$ cat src/aabb_pkg.sv
// Shared types and widths for the box pair collision detector.
package aabb_pkg;
	localparam int unsigned CoordW = 24;
	localparam int unsigned SizeW = 23;
	localparam int unsigned MarginW = 16;
	localparam int unsigned WideW = 29;
	localparam int unsigned ContactW = 27;
	localparam int unsigned FixW = 28;
	localparam int unsigned IdxW = 3;

	typedef logic signed [WideW-1:0] wide_t;

	typedef struct packed {
		logic signed [ContactW-1:0] contact_x;
		logic signed [ContactW-1:0] contact_y;
		logic signed [FixW-1:0] fix_x;
		logic signed [FixW-1:0] fix_y;
	} pair_res_t;
endpackage

$ cat src/aabb_pair_unit.sv
// Shared add/compare unit that tests one box pair over several steps.
module aabb_pair_unit import aabb_pkg::*; (
	input  logic clk,
	input  logic arst_n,
	input  logic go,
	input  logic signed [CoordW-1:0] ax_c,
	input  logic signed [CoordW-1:0] ay_c,
	input  logic [SizeW-1:0] ahx,
	input  logic [SizeW-1:0] ahy,
	input  logic signed [CoordW-1:0] bx_c,
	input  logic signed [CoordW-1:0] by_c,
	input  logic [SizeW-1:0] bhx,
	input  logic [SizeW-1:0] bhy,
	input  logic [MarginW-1:0] margin,
	output logic done,
	output logic hit,
	output pair_res_t res
);
	typedef enum logic [2:0] {S_IDLE, S_SEP_X, S_SEP_Y, S_OVL, S_OUT} ustate_t;
	ustate_t state_q;
	logic hit_q;
	wide_t dx_q, dy_q, ox_q;
	wide_t ax, ay, bx, by, hax, hay, hbx, hby, m;
	wide_t op_a, op_b, sum;
	wide_t adx, ady, oy;
	logic zero;

	always_comb begin
		ax = wide_t'($signed({ax_c, 1'b0}));
		ay = wide_t'($signed({ay_c, 1'b0}));
		bx = wide_t'($signed({bx_c, 1'b0}));
		by = wide_t'($signed({by_c, 1'b0}));
		hax = wide_t'({1'b0, ahx});
		hay = wide_t'({1'b0, ahy});
		hbx = wide_t'({1'b0, bhx});
		hby = wide_t'({1'b0, bhy});
		m = wide_t'({1'b0, margin, 1'b0});
		zero = (ahx == '0) || (ahy == '0) || (bhx == '0) || (bhy == '0);
		// shared difference unit: center distance per axis
		op_a = (state_q == S_SEP_Y) ? ay : ax;
		op_b = (state_q == S_SEP_Y) ? by : bx;
		sum = op_a - op_b;
		adx = dx_q[WideW-1] ? -dx_q : dx_q;
		ady = dy_q[WideW-1] ? -dy_q : dy_q;
		oy = hay + hby - ady;
	end

	// separation on an axis with distance d: |d| >= ha+hb-m
	function automatic logic sep(wide_t d, wide_t ha, wide_t hb, wide_t mm);
		wide_t s;
		s = ha + hb - mm;
		return (d >= s) || (-d >= s);
	endfunction

	always_ff @(posedge clk or negedge arst_n) begin
		if (!arst_n) begin
			state_q <= S_IDLE;
			hit_q <= 1'b0;
			done <= 1'b0;
		end else begin
			done <= 1'b0;
			case (state_q)
				S_IDLE: if (go) begin
					hit_q <= !zero;
					state_q <= S_SEP_X;
				end
				S_SEP_X: begin
					dx_q <= sum;
					if (sep(sum, hax, hbx, m)) hit_q <= 1'b0;
					state_q <= S_SEP_Y;
				end
				S_SEP_Y: begin
					dy_q <= sum;
					if (sep(sum, hay, hby, m)) hit_q <= 1'b0;
					state_q <= S_OVL;
				end
				S_OVL: begin
					ox_q <= hax + hbx - adx;
					state_q <= S_OUT;
				end
				S_OUT: begin
					if (ox_q < oy) begin
						res.contact_x <= ContactW'(dx_q > 0 ? ax - hax : ax + hax);
						res.contact_y <= ContactW'(by);
						res.fix_x <= FixW'(dx_q > 0 ? (bx + hbx) - (ax - hax)
							: (bx - hbx) - (ax + hax));
						res.fix_y <= '0;
					end else begin
						res.contact_x <= ContactW'(bx);
						res.contact_y <= ContactW'(dy_q > 0 ? ay - hay : ay + hay);
						res.fix_x <= '0;
						res.fix_y <= FixW'(dy_q > 0 ? (by + hby) - (ay - hay)
							: (by - hby) - (ay + hay));
					end
					hit <= hit_q;
					done <= 1'b1;
					state_q <= S_IDLE;
				end
				default: state_q <= S_IDLE;
			endcase
		end
	end
endmodule

$ cat src/aabb_pair_collision_detect.sv
// A box that is not last is stored when it is taken; busy stays low.
// A last box starts a scan of every pair i<j: a skipped pair costs a pick step,
// a tested pair a pick and then a run on the shared add/compare unit.
// A hit is on the outputs the cycle after its test ends; the end record is
// registered from the end state that follows the scan.
// The receiver cannot stall results. Reset clears the box count, sequencer and margin.
module aabb_pair_collision_detect import aabb_pkg::*; #(
	parameter int unsigned MAX_BOXES = 8,
	parameter int unsigned LAYER_BITS = 16
) (
	input  logic clk,
	input  logic arst_n,
	input  logic psel,
	input  logic penable,
	input  logic pwrite,
	input  logic [1:0] paddr,
	input  logic [31:0] pwdata,
	output logic [31:0] prdata,
	output logic pready,
	input  logic start,
	output logic busy,
	input  logic signed [CoordW-1:0] center_x,
	input  logic signed [CoordW-1:0] center_y,
	input  logic [SizeW-1:0] size_x,
	input  logic [SizeW-1:0] size_y,
	input  logic [15:0] layer_mask,
	input  logic [15:0] ignore_mask,
	input  logic active,
	input  logic last_box,
	output logic strobe,
	output logic pair_valid,
	output logic [IdxW-1:0] first_index,
	output logic [IdxW-1:0] second_index,
	output logic signed [ContactW-1:0] contact_x,
	output logic signed [ContactW-1:0] contact_y,
	output logic signed [FixW-1:0] fix_x,
	output logic signed [FixW-1:0] fix_y,
	output logic last
);
	localparam int unsigned AW = $clog2(MAX_BOXES);
	localparam int unsigned CW = $clog2(MAX_BOXES + 1);
	localparam int unsigned LW = (LAYER_BITS < 16) ? LAYER_BITS : 16;

	typedef enum logic [1:0] {T_IDLE, T_PICK, T_WAIT, T_END} tstate_t;

	logic signed [CoordW-1:0] cx_mem [MAX_BOXES];
	logic signed [CoordW-1:0] cy_mem [MAX_BOXES];
	logic [SizeW-1:0] sx_mem [MAX_BOXES];
	logic [SizeW-1:0] sy_mem [MAX_BOXES];
	logic [LW-1:0] lay_mem [MAX_BOXES];
	logic [LW-1:0] ign_mem [MAX_BOXES];
	logic [MAX_BOXES-1:0] act_q;
	logic [CW-1:0] count_q;
	logic [MarginW-1:0] margin_q;
	tstate_t state_q;
	logic [AW-1:0] i_q, j_q;
	logic go_q, done, hit;
	pair_res_t res;
	logic take, eligible, j_end, i_end;

	assign pready = 1'b1;
	assign prdata = (paddr == 2'd0) ? {16'd0, margin_q} : 32'd0;
	assign busy = (state_q != T_IDLE);
	assign take = start && !busy;
	assign eligible = act_q[i_q] && act_q[j_q]
		&& ((ign_mem[i_q] & lay_mem[j_q]) == '0)
		&& ((ign_mem[j_q] & lay_mem[i_q]) == '0);
	assign j_end = ({1'b0, j_q} + 1'b1) >= (AW+1)'(count_q);
	assign i_end = ({1'b0, i_q} + 2'd2) >= (AW+1)'(count_q);

	always_ff @(posedge clk) begin
		if (take && count_q < CW'(MAX_BOXES)) begin
			cx_mem[count_q[AW-1:0]] <= center_x;
			cy_mem[count_q[AW-1:0]] <= center_y;
			sx_mem[count_q[AW-1:0]] <= size_x;
			sy_mem[count_q[AW-1:0]] <= size_y;
			lay_mem[count_q[AW-1:0]] <= layer_mask[LW-1:0];
			ign_mem[count_q[AW-1:0]] <= ignore_mask[LW-1:0];
			act_q[count_q[AW-1:0]] <= active;
		end
	end

	aabb_pair_unit u_pair (
		.clk(clk), .arst_n(arst_n), .go(go_q),
		.ax_c(cx_mem[i_q]), .ay_c(cy_mem[i_q]), .ahx(sx_mem[i_q]), .ahy(sy_mem[i_q]),
		.bx_c(cx_mem[j_q]), .by_c(cy_mem[j_q]), .bhx(sx_mem[j_q]), .bhy(sy_mem[j_q]),
		.margin(margin_q), .done(done), .hit(hit), .res(res)
	);

	always_ff @(posedge clk or negedge arst_n) begin
		if (!arst_n) begin
			state_q <= T_IDLE;
			count_q <= '0;
			margin_q <= '0;
			go_q <= 1'b0;
			strobe <= 1'b0;
			i_q <= '0;
			j_q <= '0;
		end else begin
			strobe <= 1'b0;
			go_q <= 1'b0;
			if (psel && penable && pwrite && paddr == 2'd0) margin_q <= pwdata[MarginW-1:0];
			case (state_q)
				T_IDLE: if (take) begin
					if (count_q < CW'(MAX_BOXES)) count_q <= count_q + 1'b1;
					if (last_box) begin
						i_q <= '0;
						j_q <= AW'(1);
						if (count_q < CW'(MAX_BOXES) && count_q != '0) state_q <= T_PICK;
						else if (count_q >= CW'(2)) state_q <= T_PICK;
						else state_q <= T_END;
					end
				end
				T_PICK: begin
					if (eligible) begin
						go_q <= 1'b1;
						state_q <= T_WAIT;
					end else if (!j_end) j_q <= j_q + 1'b1;
					else if (!i_end) begin
						i_q <= i_q + 1'b1;
						j_q <= i_q + AW'(2);
					end else state_q <= T_END;
				end
				T_WAIT: if (done) begin
					if (hit) begin
						strobe <= 1'b1;
						pair_valid <= 1'b1;
						last <= 1'b0;
						first_index <= IdxW'(i_q);
						second_index <= IdxW'(j_q);
						contact_x <= res.contact_x;
						contact_y <= res.contact_y;
						fix_x <= res.fix_x;
						fix_y <= res.fix_y;
					end
					if (!j_end) begin
						j_q <= j_q + 1'b1;
						state_q <= T_PICK;
					end else if (!i_end) begin
						i_q <= i_q + 1'b1;
						j_q <= i_q + AW'(2);
						state_q <= T_PICK;
					end else state_q <= T_END;
				end
				T_END: begin
					strobe <= 1'b1;
					pair_valid <= 1'b0;
					last <= 1'b1;
					first_index <= '0;
					second_index <= '0;
					contact_x <= '0;
					contact_y <= '0;
					fix_x <= '0;
					fix_y <= '0;
					count_q <= '0;
					state_q <= T_IDLE;
				end
				default: state_q <= T_IDLE;
			endcase
		end
	end

	a_cnt: assert property (@(posedge clk) disable iff (!arst_n)
		count_q <= CW'(MAX_BOXES)) else $error("box count overflow");
	a_end: assert property (@(posedge clk) disable iff (!arst_n)
		(state_q == T_END) |=> (strobe && last && count_q == '0))
		else $error("end record missing");
	a_go: assert property (@(posedge clk) disable iff (!arst_n)
		go_q |-> (state_q == T_WAIT)) else $error("pair start outside wait");
endmodule

$ cat config.mk
export PLATFORM = sky130hd
export DESIGN_NAME = aabb_pair_collision_detect
export DESIGN_NICKNAME = d
export VERILOG_FILES = /design/src/aabb_pkg.sv /design/src/aabb_pair_unit.sv /design/src/aabb_pair_collision_detect.sv
export SDC_FILE = /design/constraint.sdc
export NUM_CORES = 2
export LEC_CHECK = 0
export ABC_AREA = 1
export BUFFER_PORTS_ARGS = -buffer_cell sky130_fd_sc_hd__buf_2
export CAP_MARGIN = 25
export CORE_ASPECT_RATIO = 1.1
export CORE_MARGIN = 5
export CORE_UTILIZATION = 30
export CTS_CLUSTER_DIAMETER = 200
export CTS_CLUSTER_SIZE = 16
export DETAILED_ROUTE_END_ITERATION = 8
export MAX_ROUTING_LAYER = met4
export PLACE_DENSITY = 0.42
export RECOVER_POWER = 50
export SETUP_SLACK_MARGIN = 0.05
export SLEW_MARGIN = 20
export SYNTH_ARGS = -nofsm -noshare
export SYNTH_HDL_FRONTEND = slang
export SYNTH_SLANG_ARGS = --single-unit
$ cat constraint.sdc
create_clock -name clk -period 13.4 [get_ports clk]
set_clock_uncertainty 0.1 [all_clocks]
set_input_delay 1.34 -clock clk [delete_from_list [all_inputs] [get_ports clk]]
set_output_delay 1.34 -clock clk [all_outputs]
set_load 0.01 [all_outputs]
==> results.txt <==
----------------------------------------------------
[Placement]
  Placed Instances ... about 14000
  Worst Setup Slack post-DPL ... 3180 ps
  Hpwl dp ... ~270000 µm
  Number of buffers inserted by port buffering ... approximately 290
  RePlAce Congestion ... between 0.9 and 1

[Synth]
  Number of flops mapped to enable cells by yosys ... about 1300
  Number of warning messages in the yosys log ... 0
  Portion of netlist area occupied by mux cells ... less than 1%
  Fraction of the yosys area taken by sequential cells ... 46.2%
  Fraction of the mapped netlist area in simple logic gates ... between 10% and 20%
  #FFs+latches synth ... around 1400
  Synthesized-area fraction occupied by ao, oa, aoi and oai cells ... around 19%
  Largest family of logic cells by synthesized area ... compound AO/OA/AOI/OAI gates
  Fraction of registers with async set or reset after synthesis ... ~2.6%
  Synthesized area ... roughly 88000 µm²
  Number of library cell types mapped by synthesis ... 64
  Ys flop type ... sky130_fd_sc_hd__edfxtp_1
  Synth Area per Inst ... ~8.5 µm²
  Synth Area in Adders ... 9.41%
  Cells after synthesis ... 10300
  Synthesized-area fraction occupied by xor and xnor cells ... under 10%

[Finish]
  Number of cells in the finished layout apart from fillers ... between 10000 and 15000
  Layout overhead on the synthesized area ... 10.1%
  Proportion of layout cells with a drive suffix above 1 ... roughly 5%
  Filler Cell Count ... roughly 30000
  Final Net Count ... 11200
  Area used by multi-input combinational logic ... 40200 µm²
  Area taken by flip-flops and latches ... about 40000 µm²
  Commonest non-fill, non-tap cell in the layout ... sky130_fd_sc_hd__o21ai_0
  Most used cells in the layout excluding fill and tap cells ... 1636 x sky130_fd_sc_hd__o21ai_0, 1552 x sky130_fd_sc_hd__nand2_1, 1326 x sky130_fd_sc_hd__inv_1

[Floorplanning]
  Total Die Area ... approximately 300000 µm²
  Height of the die ... between 500 and 600 µm
  Core region area ... between 200000 and 300000 µm²
  Die extent in x ... about 530 µm
  Initial cell density of the core ... a little under a third
  Number of rows created at floorplan ... approximately 210
  Number of ports placed on the die boundary ... about 320

[Critical path]
  Crit. End Element ... flip-flop
  Slowest cell delay on critical path ... approximately 740 ps
  Cell with the largest stage delay on the worst path ... sky130_fd_sc_hd__buf_4
  Startpoint Class ... flip-flop
  Cell seen most often among critical-path stages ... sky130_fd_sc_hd__nand2_1
  Critical path data arrival time ... around 11000 ps
  Crit-path leading delay family ... simple AND/OR/NAND/NOR gates
  Number of buffer and inverter stages on the critical path ... 6
  Largest driver fanout on the critical path ... ~120
  Category of the critical setup timing path ... reg -> reg
  Required arrival time at the worst endpoint ... about 14000 ps

[STA]
  Worst setup margin ... between 3000 and 4000 ps
  Final-report hold violation count ... 0
  Period utilisation layout ... 77.3%
  Final TNS setup ... 0 ps
  Hold slack ... approximately 400 ps
  Maximum achievable frequency ... approximately 0.097 GHz
  Final max-slew violation count ... 390
  Rel. slew slack ... -499%
  Shortest clock period the worst path allows after layout ... between 10000 and 15000 ps
  Number of setup violations in the final report ... 0
  Setup repair after global routing missed its margin ... false
  Least-Margin Pin Slew ... 8990 ps

[Outcome]
  Violated checks ... max-capacitance violations, max-slew violations
  Run status ... complete, but fails checks

[CTS]
  Number of gates resized after cts ... 0
  Clk Latency, worst-skew pair ... 790 ps
  Longest Clk Path Bufs ... 3
  CTS buffer count ... between 90 and 100
  Hold buffer count at CTS ... 0
  Post-CTS setup buffer count ... 0
  Root buffer cell ... sky130_fd_sc_hd__clkbuf_16
  TritonCTS clock tree ... built
  Number of H-tree levels ... 3
  Clk pin slew, worst setup/hold paths ... around 90 ps
  TritonCTS Sinks ... 1357

[Drt]
  Detail-routed via count per cell ... 5.19
  Total routed wirelength ... roughly 370000 µm
  Number of design-rule violations left by the first detailed-router iteration ... 6063
  Post-detailed-route DRC marker count ... 0
  WL/cell ... between 20 and 30 µm
  1st-pass router iterations ... 6
  DRT antenna net count ... 0
  Via count ... 74500

[Power]
  Power Dens Cells ... a little over 80 nW/µm²
  Reported leakage power ... about 39 nW
  IR Drop Worst-Case VDD ... between 0.0001 and 0.00015 V

[Global routing]
  Overall Global Routing Usage ... 24.0%
  Global-route wire length before repair ... between 500000 and 600000 µm
  Number of antenna violations at the first check in global routing ... between 70 and 80
  Residual overflow from global routing ... 0
  Pin count of the biggest net entering global routing ... around 200
  Via count of the first global-routing pass ... around 70000

[Worst hold path]
  Worst min-delay path class ... reg -> reg

[Run]
  Max-Cap Viols ... 9

----------------------------------------------------
[Yosys cell counts, drive strengths merged (21+ instances only)]
master  number  share of area, %
o21ai     1725               9.9
nand2     1568               6.7
inv       1341               5.7
edfxtp    1322                45
nor2      1032               4.5
a21oi      912               5.2
ha         502               7.2
clkbuf     281               1.2
nand3      242               1.4
buf        223               1.4
xor2       211               2.1
o211ai     127               1.1
a31oi      116              0.83
fa          99               2.3
xnor2       99               1.0
nand4       84              0.61
nor3        63              0.43
nor4        49              0.35
o22ai       36              0.26
dfrtp       35               1.0
a211oi      28              0.24
o21bai      26              0.22
or2         26              0.19
a21boi      21              0.18
[final timing paths]
path	depth (start not counted)	slack [ps]	startpoint	to
min reg2reg	0	390	u_pair.hit_q	u_pair.hit
max	50	3040	i_q[0]	u_pair.res[99]
max reg2reg	50	3040	i_q[0]	u_pair.res[99]
min in group asynchronous	2	1360	arst_n	margin_q[4]
min	0	390	u_pair.hit_q	u_pair.hit
max in group asynchronous	2	9970	arst_n	i_q[0]
[per-stage QoR]
stage	cell area, µm²	total power, mW	utilization (%)
after global placement	94200	5.20	32.3
after detailed placement	94300	5.21	32.3
after CTS	97000	8.09	33.2
final	96700	7.96	33.1
after global routing	96600	8.29	33.1
after floorplan	87800	5.02	-
[cell type report]
cell class | count | share of cell area [%]
Clock inverter | 8 | 0.142
Sequential cell | 1357 | 42.0
Tap cell | 3885 | 5.03
Inverter | 1342 | 5.24
Clock buffer | 114 | 2.58
Timing Repair Buffer | 543 | 3.32
Antenna cell | 29 | 0.0751
Multi-Input combinational cell | 7082 | 41.6
[cells by family after synthesis]
family          after synthesis
flops                      1357
compound gates             3068
xor+xnor                    310
mux                           1
buf+inv                    1846
fa+ha+maj                   601
other cells                   2
simple gates               3085
[registers in the layout (all words and copies together) (netlist names), 28 cells and up]
register / flops
cx_mem: 192
cy_mem: 192
ign_mem: 128
lay_mem: 128
sx_mem: 184
sy_mem: 184
u_pair.dx_q: 28
u_pair.dy_q: 28
u_pair.ox_q: 29
u_pair.res: 106
[where the power goes]
group | internal (mW) | switching [mW] | leakage [nW] | total, mW
logic | 0.150 | 0.310 | 25.0 | 0.460
clock network | 1.31 | 1.54 | 1.27 | 2.85
registers | 4.64 | 0.00633 | 12.3 | 4.65
[metal layers]
| metal | vias up | wire (µm) | track usage (%) | part of all wire [%] |
|---|---|---|---|---|
| li1 | 35300 | - | - | - |
| met4 | 0 | 14400 | 8.37 | 3.9 |
| met5 | - | 0 | - | 0 |
| met2 | 2378 | 172000 | 39.4 | 47 |
| met3 | 513 | 20400 | 3.20 | 5.6 |
| met1 | 36300 | 159000 | 30.4 | 43 |
[worst reg2reg max path: cells and delay by family (launching register included)]
| kind | cells | cell delay (ps) |
|---|---|---|
| AND/OR/NAND/NOR | 34 | 3790 |
| buffers and inverters | 6 | 2640 |
| AO/OA/AOI/OAI | 6 | 1320 |
| adder cells (fa/ha/maj) | 3 | 930 |
| flip-flops | 1 | 670 |
| XOR/XNOR | 1 | 650 |
Note: power is estimated with default switching activity, not from simulation.
